==> src/sv/mrt_pkg.sv <==
package mrt_pkg;

	// Table geometry.
	localparam int MAX_REGIONS = 16;
	localparam int PAGE_BITS   = 12;

	localparam int IDX_W = (MAX_REGIONS > 1) ? $clog2(MAX_REGIONS) : 1;
	localparam int CNT_W = $clog2(MAX_REGIONS + 1);

	typedef enum logic {
		CMD_INSERT = 1'b0,
		CMD_LOOKUP = 1'b1
	} cmd_t;

	typedef enum logic [2:0] {
		ST_OK                = 3'd0,
		ST_FULL              = 3'd1,
		ST_START_MISALIGNED  = 3'd2,
		ST_LENGTH_MISALIGNED = 3'd3,
		ST_OVERLAP           = 3'd4,
		ST_MISS              = 3'd5
	} status_t;

	typedef enum logic [1:0] {
		ENG_IDLE,
		ENG_SCAN,
		ENG_EMIT
	} eng_state_t;

	// One stored region, as held in the table memory.
	typedef struct packed {
		logic [63:0] start;
		logic [63:0] length;
		logic [15:0] attrs;
	} entry_t;

	localparam int ENTRY_W = $bits(entry_t);

	// One result, passed from the engine to the output register.
	typedef struct packed {
		status_t     status;
		logic [3:0]  index;
		logic [63:0] start;
		logic [63:0] length;
		logic [15:0] attrs;
	} res_t;

	// The result carries only the low four bits of a table index.
	function automatic logic [3:0] idx_field(logic [IDX_W-1:0] i);
		logic [IDX_W+3:0] w;
		w = {4'b0000, i};
		return w[3:0];
	endfunction

endpackage

==> src/sv/mrt_if.sv <==
interface mrt_req_if;
	logic        valid;
	logic        ready;
	logic        command;
	logic [63:0] address;
	logic [63:0] span;
	logic [3:0]  access_bytes;
	logic [15:0] attributes;

	modport source (
		output valid, command, address, span, access_bytes, attributes,
		input  ready
	);
	modport sink (
		input  valid, command, address, span, access_bytes, attributes,
		output ready
	);
endinterface

interface mrt_rsp_if;
	logic        valid;
	logic        ready;
	logic [2:0]  status;
	logic [3:0]  entry_index;
	logic [63:0] entry_start;
	logic [63:0] entry_length;
	logic [15:0] entry_attributes;

	modport source (
		output valid, status, entry_index, entry_start, entry_length, entry_attributes,
		input  ready
	);
	modport sink (
		input  valid, status, entry_index, entry_start, entry_length, entry_attributes,
		output ready
	);
endinterface

==> src/sv/mrt_ram.sv <==
module mrt_ram #(
	parameter int WIDTH  = 8,
	parameter int DEPTH  = 16,
	parameter int ADDR_W = (DEPTH > 1) ? $clog2(DEPTH) : 1
) (
	input  logic                  clk,
	input  logic                  we,
	input  logic [ADDR_W-1:0]     waddr,
	input  logic [WIDTH-1:0]      wdata,
	input  logic                  re,
	input  logic [ADDR_W-1:0]     raddr,
	output logic [WIDTH-1:0]      rdata
);
	logic [WIDTH-1:0] mem_q [DEPTH];
	logic [WIDTH-1:0] rdata_q;

	always_ff @(posedge clk) begin
		if (we) begin
			mem_q[waddr] <= wdata;
		end
	end

	always_ff @(posedge clk) begin
		if (re) begin
			rdata_q <= mem_q[raddr];
		end
	end

	assign rdata = rdata_q;
endmodule

==> src/sv/mrt_engine.sv <==
module mrt_engine import mrt_pkg::*; (
	input  logic   clk,
	input  logic   arst_n,
	mrt_req_if.sink req,
	output res_t   res,
	output logic   res_valid,
	input  logic   res_ready
);
	eng_state_t state_q, state_d;

	logic [CNT_W-1:0] count_q;
	logic [CNT_W-1:0] issue_idx_q;
	logic             cmp_vld_s1;

	cmd_t        cmd_q;
	logic [63:0] addr_q;
	logic [63:0] span_q;
	logic [15:0] attr_q;
	logic [64:0] end_q;
	res_t        res_q, res_d;
	logic        res_ld;

	logic        issue;
	logic        we;
	entry_t      wentry, rentry;
	logic [ENTRY_W-1:0] rdata;

	logic        accept;
	logic [3:0]  acc_width;
	logic [64:0] end_in;
	logic        start_bad, len_bad, full;

	logic [64:0] r_end;
	logic        overlap, contains, hit;

	mrt_ram #(.WIDTH(ENTRY_W), .DEPTH(MAX_REGIONS)) u_ram (
		.clk   (clk),
		.we    (we),
		.waddr (count_q[IDX_W-1:0]),
		.wdata (wentry),
		.re    (issue),
		.raddr (issue_idx_q[IDX_W-1:0]),
		.rdata (rdata)
	);

	assign wentry = '{start: addr_q, length: span_q, attrs: attr_q};
	assign rentry = entry_t'(rdata);

	// Access width is clamped to one to eight bytes.
	always_comb begin
		if (req.access_bytes == 4'd0) begin
			acc_width = 4'd1;
		end else if (req.access_bytes > 4'd8) begin
			acc_width = 4'd8;
		end else begin
			acc_width = req.access_bytes;
		end
	end

	assign end_in = (req.command == CMD_INSERT)
		? ({1'b0, req.address} + {1'b0, req.span})
		: ({1'b0, req.address} + {61'd0, acc_width});

	assign start_bad = req.address[PAGE_BITS-1:0] != '0;
	assign len_bad   = req.span[PAGE_BITS-1:0] != '0;
	assign full      = count_q == CNT_W'(MAX_REGIONS);

	// Compare against the entry read in the previous cycle.
	assign r_end    = {1'b0, rentry.start} + {1'b0, rentry.length};
	assign overlap  = ({1'b0, addr_q} < r_end) && ({1'b0, rentry.start} < end_q);
	assign contains = (addr_q >= rentry.start) && !(r_end < end_q);
	assign hit      = (cmd_q == CMD_INSERT) ? overlap : contains;

	assign accept = req.valid && req.ready;

	always_comb begin
		state_d   = state_q;
		req.ready = 1'b0;
		issue     = 1'b0;
		we        = 1'b0;
		res_valid = 1'b0;
		res_ld    = 1'b0;
		res_d     = '{status: ST_OK, index: '0, start: '0, length: '0, attrs: '0};
		unique case (state_q)
			ENG_IDLE: begin
				req.ready = 1'b1;
				if (req.valid) begin
					if (req.command == CMD_INSERT && (full || start_bad || len_bad)) begin
						res_ld = 1'b1;
						if (full) begin
							res_d.status = ST_FULL;
						end else if (start_bad) begin
							res_d.status = ST_START_MISALIGNED;
						end else begin
							res_d.status = ST_LENGTH_MISALIGNED;
						end
						state_d = ENG_EMIT;
					end else begin
						state_d = ENG_SCAN;
					end
				end
			end
			ENG_SCAN: begin
				issue = issue_idx_q < count_q;
				if (cmp_vld_s1 && hit) begin
					res_ld = 1'b1;
					if (cmd_q == CMD_INSERT) begin
						res_d.status = ST_OVERLAP;
					end else begin
						res_d = '{status: ST_OK,
							index:  idx_field(issue_idx_q[IDX_W-1:0] - IDX_W'(1)),
							start:  rentry.start,
							length: rentry.length,
							attrs:  rentry.attrs};
					end
					state_d = ENG_EMIT;
				end else if (!issue && !cmp_vld_s1) begin
					res_ld = 1'b1;
					if (cmd_q == CMD_INSERT) begin
						we    = 1'b1;
						res_d = '{status: ST_OK, index: idx_field(count_q[IDX_W-1:0]),
							start: addr_q, length: span_q, attrs: attr_q};
					end else begin
						res_d.status = ST_MISS;
					end
					state_d = ENG_EMIT;
				end
			end
			ENG_EMIT: begin
				res_valid = 1'b1;
				if (res_ready) begin
					state_d = ENG_IDLE;
				end
			end
			default: begin
				state_d = ENG_IDLE;
			end
		endcase
	end

	always_ff @(posedge clk or negedge arst_n) begin
		if (!arst_n) begin
			state_q     <= ENG_IDLE;
			count_q     <= '0;
			issue_idx_q <= '0;
			cmp_vld_s1  <= 1'b0;
		end else begin
			state_q    <= state_d;
			cmp_vld_s1 <= issue && (state_d == ENG_SCAN);
			if (accept) begin
				issue_idx_q <= '0;
			end else if (issue) begin
				issue_idx_q <= issue_idx_q + CNT_W'(1);
			end
			if (we) begin
				count_q <= count_q + CNT_W'(1);
			end
		end
	end

	always_ff @(posedge clk) begin
		if (accept) begin
			cmd_q  <= cmd_t'(req.command);
			addr_q <= req.address;
			span_q <= req.span;
			attr_q <= req.attributes;
			end_q  <= end_in;
		end
		if (res_ld) begin
			res_q <= res_d;
		end
	end

	assign res = res_q;
endmodule

==> src/sv/memory_region_table_unit.sv <==
// Channel  Modport  Transfer carries
// -------  -------  ----------------------------------------------------------
// req      sink     command, address, span, access_bytes, attributes
// rsp      source   status, entry_index, entry_start, entry_length, entry_attributes
//
// The table memory has one read port and gives one entry per cycle. A lookup hit or an
// insert overlap ends the scan at the matching entry; a lookup miss or an accepted insert
// reads every stored entry, and a refused insert caught by the up-front checks reads none.
// The engine takes the next request only after the result of the current one has moved
// into the output register. Reset clears the region count; the table contents stay
// unwritten and are never read beyond the count. A stalled rsp holds its result in the
// output register while the engine takes and works on the next request.
module memory_region_table_unit import mrt_pkg::*; (
	input  logic     clk,
	input  logic     arst_n,
	mrt_req_if.sink  req,
	mrt_rsp_if.source rsp
);
	// The engine owns the table memory and the region count. It serves one request at
	// a time, so an insert always writes its entry before the next request's first
	// read is issued, and no forwarding path is needed.
	res_t res;
	logic res_valid;
	logic res_ready;

	res_t out_q;
	logic out_vld_q;

	mrt_engine u_engine (
		.clk       (clk),
		.arst_n    (arst_n),
		.req       (req),
		.res       (res),
		.res_valid (res_valid),
		.res_ready (res_ready)
	);

	// Output register: a result moves in when the register is empty or its current
	// content is being transferred in the same cycle.
	assign res_ready = !out_vld_q || rsp.ready;

	always_ff @(posedge clk or negedge arst_n) begin
		if (!arst_n) begin
			out_vld_q <= 1'b0;
		end else if (res_ready) begin
			out_vld_q <= res_valid;
		end
	end

	always_ff @(posedge clk) begin
		if (res_valid && res_ready) begin
			out_q <= res;
		end
	end

	assign rsp.valid            = out_vld_q;
	assign rsp.status           = 3'(out_q.status);
	assign rsp.entry_index      = out_q.index;
	assign rsp.entry_start      = out_q.start;
	assign rsp.entry_length     = out_q.length;
	assign rsp.entry_attributes = out_q.attrs;
endmodule

==> src/flat_wrapper.sv <==
// flat-port wrapper written by rule: the top's interface ports become plain ports
module memory_region_table_unit_flat import mrt_pkg::*;
  (clk, arst_n, req_valid, req_command, req_address, req_span, req_access_bytes, req_attributes, req_ready, rsp_valid, rsp_status, rsp_entry_index, rsp_entry_start, rsp_entry_length, rsp_entry_attributes, rsp_ready);
  mrt_req_if req_i ();
  mrt_rsp_if rsp_i ();
  input  logic clk;
  input  logic arst_n;
  input wire logic [$bits(req_i.valid)-1:0] req_valid;
  input wire logic [$bits(req_i.command)-1:0] req_command;
  input wire logic [$bits(req_i.address)-1:0] req_address;
  input wire logic [$bits(req_i.span)-1:0] req_span;
  input wire logic [$bits(req_i.access_bytes)-1:0] req_access_bytes;
  input wire logic [$bits(req_i.attributes)-1:0] req_attributes;
  output wire logic [$bits(req_i.ready)-1:0] req_ready;
  output wire logic [$bits(rsp_i.valid)-1:0] rsp_valid;
  output wire logic [$bits(rsp_i.status)-1:0] rsp_status;
  output wire logic [$bits(rsp_i.entry_index)-1:0] rsp_entry_index;
  output wire logic [$bits(rsp_i.entry_start)-1:0] rsp_entry_start;
  output wire logic [$bits(rsp_i.entry_length)-1:0] rsp_entry_length;
  output wire logic [$bits(rsp_i.entry_attributes)-1:0] rsp_entry_attributes;
  input wire logic [$bits(rsp_i.ready)-1:0] rsp_ready;
  assign req_i.valid = req_valid;
  assign req_i.command = req_command;
  assign req_i.address = req_address;
  assign req_i.span = req_span;
  assign req_i.access_bytes = req_access_bytes;
  assign req_i.attributes = req_attributes;
  assign req_ready = req_i.ready;
  assign rsp_valid = rsp_i.valid;
  assign rsp_status = rsp_i.status;
  assign rsp_entry_index = rsp_i.entry_index;
  assign rsp_entry_start = rsp_i.entry_start;
  assign rsp_entry_length = rsp_i.entry_length;
  assign rsp_entry_attributes = rsp_i.entry_attributes;
  assign rsp_i.ready = rsp_ready;
  memory_region_table_unit u_core (.clk(clk), .arst_n(arst_n), .req(req_i), .rsp(rsp_i));
endmodule
==> config.mk <==
export PLATFORM = sky130hd
export DESIGN_NAME = memory_region_table_unit_flat
export DESIGN_NICKNAME = d
export VERILOG_FILES = /design/src/sv/mrt_pkg.sv /design/src/sv/mrt_if.sv /design/src/sv/mrt_ram.sv /design/src/sv/mrt_engine.sv /design/src/sv/memory_region_table_unit.sv /design/src/flat_wrapper.sv
export SDC_FILE = /design/constraint.sdc
export NUM_CORES = 2
export LEC_CHECK = 0
export CORE_MARGIN = 3
export CORE_UTILIZATION = 64
export CTS_BUF_LIST = sky130_fd_sc_hd__clkbuf_4 sky130_fd_sc_hd__clkbuf_8 sky130_fd_sc_hd__clkbuf_16
export CTS_CLUSTER_DIAMETER = 60
export DETAILED_ROUTE_END_ITERATION = 8
export DONT_BUFFER_PORTS = 1
export PLACE_DENSITY = 0.85
export SYNTH_ARGS = -nofsm -noshare
export SYNTH_HDL_FRONTEND = slang
export SYNTH_SLANG_ARGS = --single-unit
==> constraint.sdc <==
create_clock -name clk -period 16.95 [get_ports clk]
set_input_delay 0.8475 -clock clk [delete_from_list [all_inputs] [get_ports clk]]
set_output_delay 0.8475 -clock clk [all_outputs]
set_load 0.02 [all_outputs]
==> flow_summary.yaml <==
outcome:
  result_of_the_run: "finished, final reports clean"
global_routing:
  antenna_found_initial: 77
  pin_count_of_the_biggest_net_entering_global_routing: 151
  grt-busiest-layer: "met2"
  grt_pass1_wl_mm: 543
  globalRouteOverflowTotal: 0
  first_global_vias: 71200
  grtUsageMet3_pct: 10.9
  global_route.usage.met2_pct: 60.1
  grtUsageMet1_pct: 50.1
  grt_usage_pct: 39.3
critical_path:
  critical_path_s_largest_stage_delay_ns: 0.96
  critical_path.top_delay_family: "compound AO/OA/AOI/OAI gates"
  total_buffers_and_inverters_traversed_by_the_critical_path: 4
  crit_path_cell_trace: "ha_1, inv_1, fa_1, nor2b_1, o211ai_1, a31oi_1, a2111oi_2, buf_4, o2111ai_1, nand2_1, o2111ai_1, nand2_1, xnor2_1, ha_1, nand4_1, nor4_1, o21ai_1, a311o_1, a311oi_4, buf_12, o211ai_1, nand3_4, buf_4"
  crit_fanout: 150
  arrival_time_reported_for_the_critical_path_endpoint_ns: 9.43
  crit_type: "flop to flop"
  worstSetupStartpointType: "flop"
  worst_ep_required_time_ns: 17.52
  critPathSlowestCell: "sky130_fd_sc_hd__buf_4"
  cp-end-kind: "flop"
power_and_ir_drop:
  power.leakage_nw: 45.5
  irDropWorstVdd_v: 0.000113
  post-layout-total-power_mw: 22.1
  power_density_nw_per_um2: 159
clock_network:
  clockBufferDepth: 4
  tritoncts: "yes"
  insertion_delay_ns: 0.98
  clock-root-buffer: "sky130_fd_sc_hd__clkbuf_16"
  cts_setup_buffers: 0
  htree_num_levels: 5
  cts.sinks: 2974
  post_cts_hold_buffer_count: 145
  cts.clk_slew.worst_paths_ns: 0.06
  cts-buffers-inserted: 310
  postCtsResizedCells: 0
logic_synthesis:
  netlist_instances: 6511
  post_synth_edffs: 2960
  post_synth.cell_area_avg_um2: 19.1
  ys_types: 89
  number_of_synthesized_register_bits: 2974
  total_of_warnings_raised_by_yosys: 0
  commonest_cells_in_the_synthesized_netlist: "2960 x sky130_fd_sc_hd__edfxtp_1, 720 x sky130_fd_sc_hd__mux4_2, 392 x sky130_fd_sc_hd__ha_1"
  leading_post_synthesis_cells_by_cell_area: "sky130_fd_sc_hd__edfxtp_1 72%, sky130_fd_sc_hd__mux4_2 13%, sky130_fd_sc_hd__ha_1 4.0%, sky130_fd_sc_hd__a21oi_1 1.4%, sky130_fd_sc_hd__a21o_1 1.3%"
  yosys_most_used_dff: "sky130_fd_sc_hd__edfxtp_1"
  synth_most_common_cell: "sky130_fd_sc_hd__edfxtp_1"
  synth.yosys.seq_area_share_pct: 71.9
  synth.cell_area_um2: 124000
  synth-async-reset-ratio_pct: 0.471
  synth_top_area_cell: "sky130_fd_sc_hd__edfxtp_1"
  post-synth-top-area-fraction_pct: 71.7
  synth_nets: 7058
final_layout:
  synthToLayoutAreaGrowth_pct: 11.9
  regArea_um2: 89300
  post_layout_nonfiller_instances: 9599
  final_layout_size_suffix_gt1_share_pct: 19.7
  finish.utilization_pct: 72.5
  filler_cell_count: 10400
  multiInputGateArea_um2: 32900
  design.final.nets: 7308
placed_design:
  numPortBuffers: 0
  dp_hpwl_mm: 212
  pre_cts_ws_ns: 8.46
  gpl.final_weighted_congestion: 1.00
  placedCellCount: 8813
floorplan:
  fp.dieH_um: 446
  core_area_um2: 191000
  die_area_um2: 199000
  num_rows: 160
  die_w_um: 446
  initial_core_util_pct: 64.8
  io-pin-count: 306
sta:
  maxSlewHeadroom_pct: 6.69
  grt_setup_unrepaired: "false"
  finalWorstPathRequiredPeriod_ns: 8.86
  tns_ns: 0
  timing.final.crit_share_pct: 52.3
  final.setup_skew_ns: 0.0814
  finalMaxSlewViolations: 0
  setup-violations-final: 0
  timing_hold_violations_final: 0
  worst-slew-pin-transition_ns: 1.40
  clock.fmax_mhz: 113
  post-route-worst-setup-slack_ns: 8.09
min_path:
  min_path_type: "input port to flop"
route:
  drt_first_pass_iters: 9
  viasPerCell: 7.47
  antenna_violating_nets_post_route: 0
  vias: 71700
  drc_errors: 0
  first_iter_violations: 11600
  routed_wl_mm: 384
  drt-wirelength-per-cell_um: 40.0
flow_run:
  drv.max_cap_violation_count: 0
-- final timing paths --
kind | slack [ns] | startpoint | cells after the start | to
worst max-delay path | 8.09 | u_core.u_engine.u_ram.rdata[80]$_DFFE_PP_ | 23 | u_core.u_engine.res[38]$_SDFFCE_PN0P_
worst min-delay path | 0.15 | req_address[0] | 1 | u_core.u_engine.end_q[0]$_DFFE_PP_
worst max register to register | 8.09 | u_core.u_engine.u_ram.rdata[80]$_DFFE_PP_ | 23 | u_core.u_engine.res[38]$_SDFFCE_PN0P_
worst min register to register | 0.40 | u_core.u_engine.res[66]$_SDFFCE_PN0P_ | 0 | u_core.rsp.entry_length[50]$_DFFE_PP_
max in group asynchronous | 15.72 | arst_n | 1 | u_core.u_engine.issue_idx_q[0]$_DFFE_PN0P_
min in group asynchronous | 0.49 | arst_n | 1 | u_core.u_engine.issue_idx_q[1]$_DFFE_PN0P_
-- logic make-up (layout without fill, tap and decap cells) --
logic type	Yosys count	count (layout)	synth area share (%)
mux	723	723	13.1
other cells	0	105	0
fa+ha+maj	394	394	3.99
flops	2974	2974	71.9
compound gates	1022	1022	5.44
simple gates	718	718	2.86
xor+xnor	145	145	1.02
buf+inv	535	1007	1.65
-- worst reg2reg max path: cells and delay by family, from the launching register on --
kind            cells  cell delay (ns)
buf+inv             4             1.87
xor+xnor            1             0.16
flops               1             0.44
fa+ha+maj           3             0.97
compound gates      9             2.77
simple gates        6             2.08
-- power breakdown --
group	leakage (nW)	switching (mW)	internal [mW]
registers	27.0	0.875	9.07
logic	13.6	3.23	2.10
clock network	4.89	2.87	3.93
total	45.5	6.98	15.1
-- sequential cells by signal, summed over array words and instances, names as in the netlist --
name and count:
u_core.u_engine.u_ram.mem_q 2304, u_core.u_engine.res 151, u_core.u_engine.u_ram.rdata 144, u_core.u_engine.end_q 65, u_core.rsp.entry_length 64, u_core.rsp.entry_start 64, u_core.u_engine.addr_q 64, u_core.u_engine.span_q 64
u_core.rsp.entry_attributes 16, u_core.u_engine.attr_q 16, u_core.u_engine.count_q 5, u_core.u_engine.issue_idx_q 5, u_core.rsp.entry_index 4, u_core.rsp.status 3, u_core.u_engine.state_q 2, u_core.rsp.valid 1
u_core.u_engine.cmd_q 1, u_core.u_engine.cmp_vld_s1 1
-- area by class of cell --
type | instances | share of cell area [%]
Clock inverter | 156 | 1.12
Tap cell | 2511 | 2.26
Inverter | 224 | 0.606
Antenna cell | 105 | 0.189
Timing Repair Buffer | 249 | 1.70
Sequential cell | 2974 | 64.3
Clock buffer | 378 | 6.04
Multi-Input combinational cell | 3002 | 23.7
-- per-stage QoR --
| stage | hold slack (ns) | instance area [um2] |
|---|---|---|
| floorplan | 0.400 | 124000 |
| global placement | 0.406 | 127000 |
| detailed placement | 0.405 | 127000 |
| CTS | 0.0556 | 138000 |
| global route | 0.0902 | 139000 |
| finish | 0.152 | 139000 |
-- cell usage in the layout, fill, tap and decap left out, types with 23 or more instances in the layout --
master,netlist,layout
sky130_fd_sc_hd__inv_1,223,223
sky130_fd_sc_hd__nor2b_1,81,81
sky130_fd_sc_hd__nand4_1,79,79
sky130_fd_sc_hd__nand2b_1,24,23
sky130_fd_sc_hd__nand2_1,261,261
sky130_fd_sc_hd__a21o_1,211,211
sky130_fd_sc_hd__nand3_1,39,38
sky130_fd_sc_hd__ha_1,392,392
sky130_fd_sc_hd__a31oi_1,26,26
sky130_fd_sc_hd__edfxtp_1,2960,2960
sky130_fd_sc_hd__o211ai_1,165,165
sky130_fd_sc_hd__nor2_1,113,99
sky130_fd_sc_hd__clkinv_1,0,49
sky130_fd_sc_hd__bufinv_16,0,26
sky130_fd_sc_hd__xnor2_1,88,88
sky130_fd_sc_hd__a21oi_1,342,342
sky130_fd_sc_hd__clkbuf_4,0,60
sky130_fd_sc_hd__buf_4,0,93
sky130_fd_sc_hd__o21bai_1,25,25
sky130_fd_sc_hd__o21ai_0,77,77
sky130_fd_sc_hd__dlygate4sd3_1,0,145
sky130_fd_sc_hd__clkbuf_16,0,316
sky130_fd_sc_hd__xor2_1,57,57
sky130_fd_sc_hd__mux4_2,720,720
sky130_fd_sc_hd__clkinv_2,0,33
sky130_fd_sc_hd__diode_2,0,105
-- layer usage --
layer | routed length, um | up-vias
met5 | 173 | -
met1 | 125000 | 36000
met3 | 48800 | 1587
li1 | - | 27300
met2 | 180000 | 6806
met4 | 30600 | 26
(Power assumes the default switching activity.)
